## src/design/rv32rx_pkg.sv

```systemverilog
//==============================================================================
// rv32rx_pkg
// Shared types, operation codes and the ALU function for the R-type execute
// block.
//==============================================================================
`default_nettype none

package rv32rx_pkg;

    localparam int XLEN    = 32;
    localparam int REG_W   = 5;
    localparam int OP_W    = 4;
    localparam int NUM_REGS = 32;

    localparam logic [XLEN-1:0] PC_STEP = 32'd4;

    // Operation codes
    localparam logic [OP_W-1:0] OP_ADD    = 4'd0;
    localparam logic [OP_W-1:0] OP_SUB    = 4'd1;
    localparam logic [OP_W-1:0] OP_SLL    = 4'd2;
    localparam logic [OP_W-1:0] OP_SLT    = 4'd3;
    localparam logic [OP_W-1:0] OP_SLTU   = 4'd4;
    localparam logic [OP_W-1:0] OP_XOR    = 4'd5;
    localparam logic [OP_W-1:0] OP_SRL    = 4'd6;
    localparam logic [OP_W-1:0] OP_SRA    = 4'd7;
    localparam logic [OP_W-1:0] OP_OR     = 4'd8;
    localparam logic [OP_W-1:0] OP_AND    = 4'd9;
    localparam logic [OP_W-1:0] OP_DIRECT = 4'd10;

    // Decoded instruction as it travels from the front to the back end
    typedef struct packed {
        logic [OP_W-1:0]  op;
        logic             writes_rd;   // valid op with rd != x0
        logic             advance_pc;  // register-register op
        logic [REG_W-1:0] rd;
        logic [REG_W-1:0] rs1;
        logic [REG_W-1:0] rs2;
        logic [XLEN-1:0]  wv;
    } uop_t;

    function automatic logic [XLEN-1:0] alu_result(
        input logic [OP_W-1:0] op,
        input logic [XLEN-1:0] a,
        input logic [XLEN-1:0] b,
        input logic [XLEN-1:0] wv
    );
        logic [4:0]      sh;
        logic [XLEN-1:0] r;
        sh = b[4:0];
        case (op)
            OP_ADD:    r = a + b;
            OP_SUB:    r = a - b;
            OP_SLL:    r = a << sh;
            OP_SLT:    r = {{(XLEN-1){1'b0}}, ($signed(a) < $signed(b))};
            OP_SLTU:   r = {{(XLEN-1){1'b0}}, (a < b)};
            OP_XOR:    r = a ^ b;
            OP_SRL:    r = a >> sh;
            OP_SRA:    r = $unsigned($signed(a) >>> sh);
            OP_OR:     r = a | b;
            OP_AND:    r = a & b;
            OP_DIRECT: r = wv;
            default:   r = '0;
        endcase
        return r;
    endfunction

endpackage

`default_nettype wire

```

## src/design/rv32rx_if.sv

```systemverilog
//==============================================================================
// rv32rx_if
// Valid/ready channels for instruction requests and execute responses.
//==============================================================================
`default_nettype none

interface rv32rx_req_if;
    logic        valid;
    logic        ready;
    logic [3:0]  operation;
    logic [4:0]  dest_index;
    logic [4:0]  src1_index;
    logic [4:0]  src2_index;
    logic [31:0] write_value;

    modport source (
        output valid, operation, dest_index, src1_index, src2_index, write_value,
        input  ready
    );
    modport sink (
        input  valid, operation, dest_index, src1_index, src2_index, write_value,
        output ready
    );
endinterface

interface rv32rx_rsp_if;
    logic        valid;
    logic        ready;
    logic [31:0] result_value;
    logic [4:0]  written_index;
    logic [31:0] pc_after;

    modport source (
        output valid, result_value, written_index, pc_after,
        input  ready
    );
    modport sink (
        input  valid, result_value, written_index, pc_after,
        output ready
    );
endinterface

`default_nettype wire

```

## src/design/rv32rx_front.sv

```systemverilog
//==============================================================================
// rv32rx_front
// Accepts request transfers and classifies them into decoded uops.
//==============================================================================
`default_nettype none

module rv32rx_front
    import rv32rx_pkg::*;
(
    rv32rx_req_if.sink req,
    input  wire logic  q_ready,
    output logic       q_push,
    output uop_t       q_uop
);

    logic op_alu;
    logic op_direct;

    always_comb
    begin
        op_alu    = (req.operation <= OP_AND);
        op_direct = (req.operation == OP_DIRECT);
    end

    assign req.ready = q_ready;
    assign q_push    = req.valid & q_ready;

    always_comb
    begin
        q_uop.op         = req.operation;
        q_uop.writes_rd  = (op_alu | op_direct) & (req.dest_index != '0);
        q_uop.advance_pc = op_alu;
        q_uop.rd         = req.dest_index;
        q_uop.rs1        = req.src1_index;
        q_uop.rs2        = req.src2_index;
        q_uop.wv         = req.write_value;
    end

endmodule

`default_nettype wire

```

## src/design/rv32rx_queue.sv

```systemverilog
//==============================================================================
// rv32rx_queue
// Small FIFO of decoded uops between front and back end.
//==============================================================================
`default_nettype none

module rv32rx_queue
    import rv32rx_pkg::*;
#(
    parameter int DEPTH = 2
)
(
    input  wire logic clk,
    input  wire logic rst_n,
    input  wire logic push,
    input  wire uop_t push_uop,
    output logic      ready,
    input  wire logic pop,
    output logic      head_valid,
    output uop_t      head_uop
);

    localparam int PTR_W = (DEPTH > 1) ? $clog2(DEPTH) : 1;
    localparam int CNT_W = $clog2(DEPTH + 1);
    localparam logic [PTR_W-1:0] LAST = PTR_W'(DEPTH - 1);
    localparam logic [CNT_W-1:0] FULL = CNT_W'(DEPTH);

    uop_t             mem [DEPTH];
    logic [PTR_W-1:0] wr_ptr_reg, wr_ptr_next;
    logic [PTR_W-1:0] rd_ptr_reg, rd_ptr_next;
    logic [CNT_W-1:0] count_reg,  count_next;

    assign ready      = (count_reg != FULL);
    assign head_valid = (count_reg != '0);
    assign head_uop   = mem[rd_ptr_reg];

    always_comb
    begin
        wr_ptr_next = wr_ptr_reg;
        rd_ptr_next = rd_ptr_reg;
        count_next  = count_reg;
        if (push)
        begin
            wr_ptr_next = (wr_ptr_reg == LAST) ? '0 : wr_ptr_reg + 1'b1;
        end
        if (pop)
        begin
            rd_ptr_next = (rd_ptr_reg == LAST) ? '0 : rd_ptr_reg + 1'b1;
        end
        if (push && !pop)
        begin
            count_next = count_reg + 1'b1;
        end
        else if (pop && !push)
        begin
            count_next = count_reg - 1'b1;
        end
    end

    always_ff @(posedge clk or negedge rst_n)
    begin
        if (!rst_n)
        begin
            wr_ptr_reg <= '0;
            rd_ptr_reg <= '0;
            count_reg  <= '0;
        end
        else
        begin
            wr_ptr_reg <= wr_ptr_next;
            rd_ptr_reg <= rd_ptr_next;
            count_reg  <= count_next;
        end
    end

    always_ff @(posedge clk)
    begin
        if (push)
        begin
            mem[wr_ptr_reg] <= push_uop;
        end
    end

endmodule

`default_nettype wire

```

## src/design/rv32rx_back.sv

```systemverilog
//==============================================================================
// rv32rx_back
// Register file, operand bypass, ALU, program counter and response register.
//==============================================================================
`default_nettype none

module rv32rx_back
    import rv32rx_pkg::*;
(
    input  wire logic   clk,
    input  wire logic   rst_n,
    input  wire logic   q_valid,
    input  wire uop_t   q_uop,
    output logic        q_pop,
    rv32rx_rsp_if.source rsp
);

    // Register file storage plus per-entry valid bits (cleared at reset)
    logic [XLEN-1:0] rf_mem [NUM_REGS];
    logic [NUM_REGS-1:0] rf_valid_reg;

    // Execute stage
    logic            e_valid_reg;
    uop_t            e_uop_reg;
    logic [XLEN-1:0] a_mem_reg, b_mem_reg;
    logic            a_zero_reg, b_zero_reg;
    logic            a_byp_reg,  b_byp_reg;
    logic [XLEN-1:0] byp_data_reg;
    logic [XLEN-1:0] a_op, b_op, e_result;
    logic            e_fire;

    // Write port
    logic             wr_en;
    logic [REG_W-1:0] wr_addr;
    logic [XLEN-1:0]  wr_data;

    // Program counter and response register
    logic [XLEN-1:0]  pc_reg, pc_next;
    logic             out_valid_reg, out_valid_next;
    logic [XLEN-1:0]  out_result_reg;
    logic [REG_W-1:0] out_index_reg;
    logic [XLEN-1:0]  out_pc_reg;

    logic a_hit, b_hit;

    assign e_fire = e_valid_reg & (~out_valid_reg | rsp.ready);
    assign q_pop  = q_valid & (~e_valid_reg | e_fire);

    assign a_op = a_byp_reg ? byp_data_reg : (a_zero_reg ? '0 : a_mem_reg);
    assign b_op = b_byp_reg ? byp_data_reg : (b_zero_reg ? '0 : b_mem_reg);

    assign e_result = alu_result(e_uop_reg.op, a_op, b_op, e_uop_reg.wv);

    assign wr_en   = e_fire & e_uop_reg.writes_rd;
    assign wr_addr = e_uop_reg.rd;
    assign wr_data = e_result;

    // Result written at this edge is not yet in the array; forward it
    assign a_hit = wr_en & (wr_addr == q_uop.rs1);
    assign b_hit = wr_en & (wr_addr == q_uop.rs2);

    assign pc_next = (e_fire && e_uop_reg.advance_pc) ? pc_reg + PC_STEP : pc_reg;
    assign out_valid_next = e_fire | (out_valid_reg & ~rsp.ready);

    always_ff @(posedge clk)
    begin
        if (wr_en)
        begin
            rf_mem[wr_addr] <= wr_data;
        end
        if (q_pop)
        begin
            a_mem_reg    <= rf_mem[q_uop.rs1];
            b_mem_reg    <= rf_mem[q_uop.rs2];
            byp_data_reg <= wr_data;
            e_uop_reg    <= q_uop;
        end
        if (e_fire)
        begin
            out_result_reg <= e_uop_reg.writes_rd ? e_result : '0;
            out_index_reg  <= e_uop_reg.writes_rd ? e_uop_reg.rd : '0;
            out_pc_reg     <= pc_next;
        end
    end

    always_ff @(posedge clk or negedge rst_n)
    begin
        if (!rst_n)
        begin
            rf_valid_reg  <= '0;
            e_valid_reg   <= 1'b0;
            a_zero_reg    <= 1'b1;
            b_zero_reg    <= 1'b1;
            a_byp_reg     <= 1'b0;
            b_byp_reg     <= 1'b0;
            pc_reg        <= '0;
            out_valid_reg <= 1'b0;
        end
        else
        begin
            if (wr_en)
            begin
                rf_valid_reg[wr_addr] <= 1'b1;
            end
            if (q_pop)
            begin
                a_byp_reg  <= a_hit;
                b_byp_reg  <= b_hit;
                a_zero_reg <= (q_uop.rs1 == '0) | ~rf_valid_reg[q_uop.rs1];
                b_zero_reg <= (q_uop.rs2 == '0) | ~rf_valid_reg[q_uop.rs2];
            end
            if (q_pop)
            begin
                e_valid_reg <= 1'b1;
            end
            else if (e_fire)
            begin
                e_valid_reg <= 1'b0;
            end
            pc_reg        <= pc_next;
            out_valid_reg <= out_valid_next;
        end
    end

    assign rsp.valid         = out_valid_reg;
    assign rsp.result_value  = out_result_reg;
    assign rsp.written_index = out_index_reg;
    assign rsp.pc_after      = out_pc_reg;

endmodule

`default_nettype wire

```

## src/design/rv32_r_type_execute_top.sv

```systemverilog
//==============================================================================
// rv32_r_type_execute_top
// RV32I register-register execute block with register file and PC.
//==============================================================================
// Usage:
//   req : one instruction per transfer (operation, rd, rs1, rs2, write_value).
//         Ops 0..9 are add/sub/sll/slt/sltu/xor/srl/sra/or/and; op 10 loads
//         write_value into rd without moving the PC; ops 11..15 are bubbles.
//   rsp : one transfer per request: result written, rd that took it (zero
//         for x0 or a bubble) and the PC after the instruction.
// Path: a request accepted on req passes through queue -> execute stage ->
//   response register before it shows on rsp.
// Throughput: one instruction per cycle while rsp is taken, back to back,
//   including dependent ones; the write of the retiring instruction is
//   forwarded into the operand registers of the next one. The combinational
//   execute-stage ALU and the register file read/write ports set this rate.
// Reset: register file (through per-entry valid bits), PC and all valid
//   flags clear at once; requests are taken from the release of reset on.
// Stall: when rsp is not taken, the response holds, the execute stage
//   holds, and the front queue (QUEUE_DEPTH entries) fills before req.ready
//   drops.
//==============================================================================
`default_nettype none

module rv32_r_type_execute_top
    import rv32rx_pkg::*;
#(
    parameter int QUEUE_DEPTH = 2
)
(
    input  wire logic    clk,
    input  wire logic    rst_n,
    rv32rx_req_if.sink   req,
    rv32rx_rsp_if.source rsp
);

    logic q_ready;
    logic q_push;
    uop_t q_push_uop;
    logic q_pop;
    logic q_valid;
    uop_t q_head_uop;

    // Front: handshake and decode
    rv32rx_front u_front (
        .req     (req),
        .q_ready (q_ready),
        .q_push  (q_push),
        .q_uop   (q_push_uop)
    );

    // Decoupling queue
    rv32rx_queue #(
        .DEPTH (QUEUE_DEPTH)
    ) u_queue (
        .clk        (clk),
        .rst_n      (rst_n),
        .push       (q_push),
        .push_uop   (q_push_uop),
        .ready      (q_ready),
        .pop        (q_pop),
        .head_valid (q_valid),
        .head_uop   (q_head_uop)
    );

    // Back: operand read, execute, writeback, response
    rv32rx_back u_back (
        .clk     (clk),
        .rst_n   (rst_n),
        .q_valid (q_valid),
        .q_uop   (q_head_uop),
        .q_pop   (q_pop),
        .rsp     (rsp)
    );

endmodule

`default_nettype wire

```

## src/flat_wrapper.sv

```systemverilog
// flat-port wrapper written by rule: the top's interface ports become plain ports
module rv32_r_type_execute_top_flat import rv32rx_pkg::*;
#(
    parameter int QUEUE_DEPTH = 2
)
  (clk, rst_n, req_valid, req_operation, req_dest_index, req_src1_index, req_src2_index, req_write_value, req_ready, rsp_valid, rsp_result_value, rsp_written_index, rsp_pc_after, rsp_ready);
  rv32rx_req_if req_i ();
  rv32rx_rsp_if rsp_i ();
  input  wire logic clk;
  input  wire logic rst_n;
  input wire logic [$bits(req_i.valid)-1:0] req_valid;
  input wire logic [$bits(req_i.operation)-1:0] req_operation;
  input wire logic [$bits(req_i.dest_index)-1:0] req_dest_index;
  input wire logic [$bits(req_i.src1_index)-1:0] req_src1_index;
  input wire logic [$bits(req_i.src2_index)-1:0] req_src2_index;
  input wire logic [$bits(req_i.write_value)-1:0] req_write_value;
  output wire logic [$bits(req_i.ready)-1:0] req_ready;
  output wire logic [$bits(rsp_i.valid)-1:0] rsp_valid;
  output wire logic [$bits(rsp_i.result_value)-1:0] rsp_result_value;
  output wire logic [$bits(rsp_i.written_index)-1:0] rsp_written_index;
  output wire logic [$bits(rsp_i.pc_after)-1:0] rsp_pc_after;
  input wire logic [$bits(rsp_i.ready)-1:0] rsp_ready;
  assign req_i.valid = req_valid;
  assign req_i.operation = req_operation;
  assign req_i.dest_index = req_dest_index;
  assign req_i.src1_index = req_src1_index;
  assign req_i.src2_index = req_src2_index;
  assign req_i.write_value = req_write_value;
  assign req_ready = req_i.ready;
  assign rsp_valid = rsp_i.valid;
  assign rsp_result_value = rsp_i.result_value;
  assign rsp_written_index = rsp_i.written_index;
  assign rsp_pc_after = rsp_i.pc_after;
  assign rsp_i.ready = rsp_ready;
  rv32_r_type_execute_top #(.QUEUE_DEPTH(QUEUE_DEPTH)) u_core (.clk(clk), .rst_n(rst_n), .req(req_i), .rsp(rsp_i));
endmodule
```

## config.mk

```make
export PLATFORM = sky130hd
export DESIGN_NAME = rv32_r_type_execute_top_flat
export DESIGN_NICKNAME = d
export VERILOG_FILES = /design/src/design/rv32rx_pkg.sv /design/src/design/rv32rx_if.sv /design/src/design/rv32rx_front.sv /design/src/design/rv32rx_queue.sv /design/src/design/rv32rx_back.sv /design/src/design/rv32_r_type_execute_top.sv /design/src/flat_wrapper.sv
export SDC_FILE = /design/constraint.sdc
export NUM_CORES = 2
export LEC_CHECK = 0
export BUFFER_PORTS_ARGS = -buffer_cell sky130_fd_sc_hd__buf_2
export CORE_MARGIN = 5
export CORE_UTILIZATION = 59
export CTS_BUF_LIST = sky130_fd_sc_hd__clkbuf_8
export DETAILED_ROUTE_END_ITERATION = 8
export PLACE_DENSITY = 0.81
export RECOVER_POWER = 100
export SLEW_MARGIN = 20
export SYNTH_ARGS = -nofsm -noshare
export SYNTH_HDL_FRONTEND = slang
export SYNTH_HIERARCHICAL = 1
export SYNTH_SLANG_ARGS = --single-unit
```

## constraint.sdc

```tcl
create_clock -name clk -period 5.4 [get_ports clk]
set_clock_uncertainty 0.1 [all_clocks]
set_input_delay 1.62 -clock clk [delete_from_list [all_inputs] [get_ports clk]]
set_output_delay 1.62 -clock clk [all_outputs]
set_load 0.005 [all_outputs]
```

==> results.md <==
Run status:
- The flow ran to the end, but the final reports show violations.
- The final reports fail on capacitance limit, slew limit.

Logic synthesis:
- By count the netlist is led by 1336 x sky130_fd_sc_hd__edfxtp_1, 669 x sky130_fd_sc_hd__mux4_2, 198 x sky130_fd_sc_hd__nand2_1.
- Synthesis produced 4341 cells.
- The number of enable-type register cells in the synthesized netlist is 1336.
- Ranked by total cell area, the synthesized netlist is headed by sky130_fd_sc_hd__edfxtp_1 56%, sky130_fd_sc_hd__mux4_2 21%, sky130_fd_sc_hd__dfrtp_1 2.4%, sky130_fd_sc_hd__ha_1 1.8%, sky130_fd_sc_hd__mux2i_1 1.6%.
- The biggest area contributor in the post-synthesis netlist is sky130_fd_sc_hd__edfxtp_1.
- For this run, the register share of the synthesized area comes to 0.5819.
- In the synthesized netlist the async set-or-reset flop fraction comes to 0.05046.
- The mapped netlist covers 0.07200 mm².
- The average instance in the mapped netlist occupies 16.59 µm².
- The post-synthesis cell type count is 103.
- Of the post-synthesis cell area, the dominant cell type holds 0.5572.
- The synthesized design contains 1407 register bits.
- The count of synthesis-stage warnings from yosys is 6.
- The most used flip-flop cell after synthesis is sky130_fd_sc_hd__edfxtp_1.
- Among all cell types in the netlist, the one instantiated most often is sky130_fd_sc_hd__edfxtp_1.

Floorplanning:
- From left edge to right edge, the die measures 359.3 µm.
- For this configuration, the core starts out at a cell density of 0.5923.
- The die area is 0.1291 mm².
- 126 I/O pins were placed.
- The vertical extent of the die is 359.3 µm.
- The total number of placement rows is 128.
- The total area inside the core boundary comes to 0.1216 mm².

Global route:
- Entering global routing, the biggest net connects 90 pins.
- The remaining global-route overflow is 0.
- The first global-routing pass estimated 341.2 mm of wire.
- The via count of the first global-routing pass came to 46.71k.
- For this run, the total global-route usage over all layers was measured as 0.3705.
- The initial antenna violation count was 21.

Placement:
- Routability-driven placement finished with a final weighted congestion of 1.113.
- In this run the tool buffered the top-level ports with 123 buffer cells.
- The half-perimeter wire length of the detailed placement result is 159.1 mm.

Timing:
- The final setup violation count is 0.
- The peak clock frequency supported by timing is 0.1856 GHz.
- Setup total negative slack on the finished layout was measured at 0 ns.
- The total count of hold-check failures in the final report is 0.
- The smallest clock period supported by the final layout is computed as 5.387 ns.
- The pin slew with the least headroom to its limit is 3.815 ns.
- Setup repair after global routing left no endpoint under its margin.
- The count of final max-slew check failures is 1180.
- The final worst-path cycle share is 0.9976.
- The worst pin sits at a relative slew slack of -1.543.

Worst setup path:
- The endpoint identified for the worst register-to-register timing path is u_core/u_back/rf_mem[22][12]$_DFFE_PP_.
- The worst register-to-register path has a setup slack of 0.15 ns.
- The signal on the critical path passes through buf_2, nand2b_1, o21ai_0, clkinvlp_2, clkbuf_2.
- STA puts the critical path data required time at 5.51 ns.
- Among cell families on the critical path, the largest total delay comes from buffers and inverters.
- The kind of launch point of the worst setup path is an input pin.
- The number of stages on the worst setup path is 5.
- The start point of the critical path is rsp_ready.
- Counting both buffers and inverters, the worst setup path holds a total of 3.
- The critical path data arrival time is 5.49 ns.
- The type of the worst setup path is input pin to flip-flop.
- Of all nets on the critical path, the largest fanout is 86.
- The worst flop-to-flop path startpoint is u_core/u_back/a_byp_reg$_DFFE_PN0P_.
- On the critical path, the stage with the largest delay is an instance of sky130_fd_sc_hd__clkbuf_2.
- The logic depth of the worst register-to-register path is 15.
- The critical path ends at u_core/u_back/e_uop_reg[50]$_DFFE_PP_.
- The longest individual stage delay on the worst path is 1.38 ns.
- The kind of end point of the critical path is a flip-flop.

Power and ir drop:
- Across the VDD grid, the largest voltage drop is 613.9 µV.
- The reported leakage power is 26.67 nW.
- The completed layout was analyzed and its total power is 0.05471 W.
- In this run the power density over the cells is 694.5 mW/mm².

Route:
- The routed layout has 46.99k vias.
- The routed wire length is 241.2 mm.
- After detailed routing, the average wire length per cell comes to 37.84 µm.
- For this block, the initial DRC count from the detailed router was 7856.
- The detail route stage leaves a number of antenna-violating nets equal to 0.
- The routed via count divided by cell count is 7.372.
- The remaining routing DRC violations is 0.
- The number of detailed-routing iterations run before antenna repair is 8.

CTS:
- For this design, the CTS-stage hold fixing added 0 buffers.
- The cell at the root of the clock tree is sky130_fd_sc_hd__clkbuf_8.
- For the worst-skew pair, the clock arrives at the later sink with an insertion delay of 0.99 ns.
- The clock slew seen by the registers of the worst setup and hold paths is 0.06 ns.
- The number of buffers inserted by post-CTS setup repair is 0.
- TritonCTS built the clock tree.
- The number of gates resized after CTS was 1.
- For this design, the sink count on the clock tree is 1407.
- No sink is reached through more buffers than the 3 on the longest clock path.
- Counting the buffers created by CTS gives 216.
- The depth of the CTS H-tree is 4.

Flow run:
- The number of max-capacitance violations reported is 38.

Finish:
- The multi-input combinational cells in the finished layout cover a total of 0.02792 mm².
- The final layout contains 4727 nets.
- The number of flip-flops in the largest register is 1024.
- The layout has 8232 filler cells.
- In the final layout, the share of cells above drive strength 1 is 0.2860.
- Once layout is complete, the utilization of the core stands at 0.6481.
- Relative to the synthesized area, the layout overhead comes to 9.419%.
- The register area is 0.04190 mm².

Worst hold path:
- The worst min-delay path class is flip-flop to flip-flop.
## cell families (layout without fill, tap and decap cells)
family	count (synthesis)	count (layout)	synth area share
AOI/OAI and AO/OA	654	654	0.06319
xor gates and xnor gates	61	61	0.007420
adders and majority gates	105	105	0.01846
buffers and inverters	469	871	0.03034
DFF	1407	1407	0.5819
muxes	930	930	0.2507
other	1	7	0.00005208
and+or+nand+nor	714	714	0.04788
## per-stage QoR
| stage | hold WS (ns) | instance area [µm²] | setup slack (ns) | std cells |
|---|---|---|---|---|
| 4_1_cts | 0.3606 | 79950 | 0.3486 | 6369 |
| 3_5_place_dp | 0.3480 | 75700 | -0.03754 | 5974 |
| 6_report | 0.3611 | 78780 | 0.01287 | 6374 |
| 2_1_floorplan | 0.3325 | 72020 | 0.001721 | 4342 |
| 5_1_grt | 0.3888 | 78770 | 0.03433 | 6370 |
| 3_3_place_gp | 0.3459 | 75700 | 0.05150 | 5974 |
## layer usage
metal | routed length [µm] | track usage | up-vias
li1 | - | - | 18301
met1 | 84730 | 0.4971 | 23874
met2 | 108900 | 0.5579 | 3983
met3 | 31490 | 0.1047 | 816
met4 | 16010 | 0.1988 | 12
met5 | 83 | 0 | -
## worst register-to-register path: cells and delay by family, from the launching register on
kind                       cells  cell delay (ns)
DFF                            1             0.50
AOI/OAI and AO/OA              2             0.23
buffers and inverters          4             1.20
adders and majority gates      1             0.36
and+or+nand+nor                8             2.55
## cell type report
| class | instances | area share |
|---|---|---|
| antenna | 5 | 0.0001588 |
| clock buffer | 228 | 0.03983 |
| clock inverter | 167 | 0.01404 |
| inverter | 104 | 0.004971 |
| multi-input combinational | 2466 | 0.3543 |
| sequential | 1407 | 0.5318 |
| tap | 1625 | 0.02581 |
| timing repair buffer | 372 | 0.02902 |
## worst min path at each step
stage | start | endpoint | slack (ns) | cells after the start
2_1_floorplan | u_core/u_back/pc_reg[31]$_DFF_PN0_ | u_core/u_back/pc_reg[31]$_DFF_PN0_ | 0.33 | 1
3_3_place_gp | u_core/u_back/pc_reg[31]$_DFF_PN0_ | u_core/u_back/pc_reg[31]$_DFF_PN0_ | 0.35 | 1
3_5_place_dp | u_core/u_back/pc_reg[31]$_DFF_PN0_ | u_core/u_back/pc_reg[31]$_DFF_PN0_ | 0.35 | 1
4_1_cts | u_core/u_back/pc_reg[31]$_DFF_PN0_ | u_core/u_back/pc_reg[31]$_DFF_PN0_ | 0.36 | 1
5_1_grt | u_core/u_back/pc_reg[31]$_DFF_PN0_ | u_core/u_back/pc_reg[31]$_DFF_PN0_ | 0.39 | 1
6_report | u_core/u_back/pc_reg[31]$_DFF_PN0_ | u_core/u_back/pc_reg[31]$_DFF_PN0_ | 0.36 | 1
## placed cells by master, fill, tap and decap left out, types with 21 or more instances in the layout
cell type | Yosys | layout
sky130_fd_sc_hd__clkbuf_1 | 189 | 132
sky130_fd_sc_hd__buf_2 | 29 | 36
sky130_fd_sc_hd__nand2_1 | 198 | 197
sky130_fd_sc_hd__a22oi_1 | 37 | 37
sky130_fd_sc_hd__or2_2 | 39 | 39
sky130_fd_sc_hd__and2_1 | 39 | 26
sky130_fd_sc_hd__a21oi_1 | 138 | 138
sky130_fd_sc_hd__clkinv_1 | 1 | 50
sky130_fd_sc_hd__nand4_1 | 21 | 21
sky130_fd_sc_hd__nor3_1 | 50 | 49
sky130_fd_sc_hd__xnor2_1 | 42 | 42
sky130_fd_sc_hd__edfxtp_1 | 1336 | 1336
sky130_fd_sc_hd__dfrtp_1 | 69 | 69
sky130_fd_sc_hd__mux2_1 | 0 | 75
sky130_fd_sc_hd__mux2i_1 | 112 | 112
sky130_fd_sc_hd__nand3_1 | 65 | 65
sky130_fd_sc_hd__a22o_1 | 43 | 43
sky130_fd_sc_hd__o22ai_1 | 28 | 28
sky130_fd_sc_hd__nor2_1 | 190 | 181
sky130_fd_sc_hd__a211oi_1 | 35 | 34
sky130_fd_sc_hd__clkbuf_2 | 0 | 35
sky130_fd_sc_hd__mux4_2 | 669 | 669
sky130_fd_sc_hd__ha_1 | 103 | 103
sky130_fd_sc_hd__o211ai_1 | 42 | 42
sky130_fd_sc_hd__mux2_2 | 99 | 60
sky130_fd_sc_hd__a31oi_1 | 21 | 21
sky130_fd_sc_hd__inv_1 | 99 | 163
sky130_fd_sc_hd__buf_4 | 63 | 146
sky130_fd_sc_hd__clkbuf_8 | 0 | 228
sky130_fd_sc_hd__clkinv_2 | 0 | 24
sky130_fd_sc_hd__o21ai_0 | 110 | 111
## report_power, final
| group | internal [W] | total, W | switching, W |
|---|---|---|---|
| registers | 0.0174 | 0.0186 | 0.00114 |
| clock network | 0.00447 | 0.00876 | 0.00429 |
| logic | 0.00988 | 0.0274 | 0.0175 |
| total | 0.0318 | 0.0547 | 0.0230 |
No activity file was read; power rests on OpenSTA's default activity.
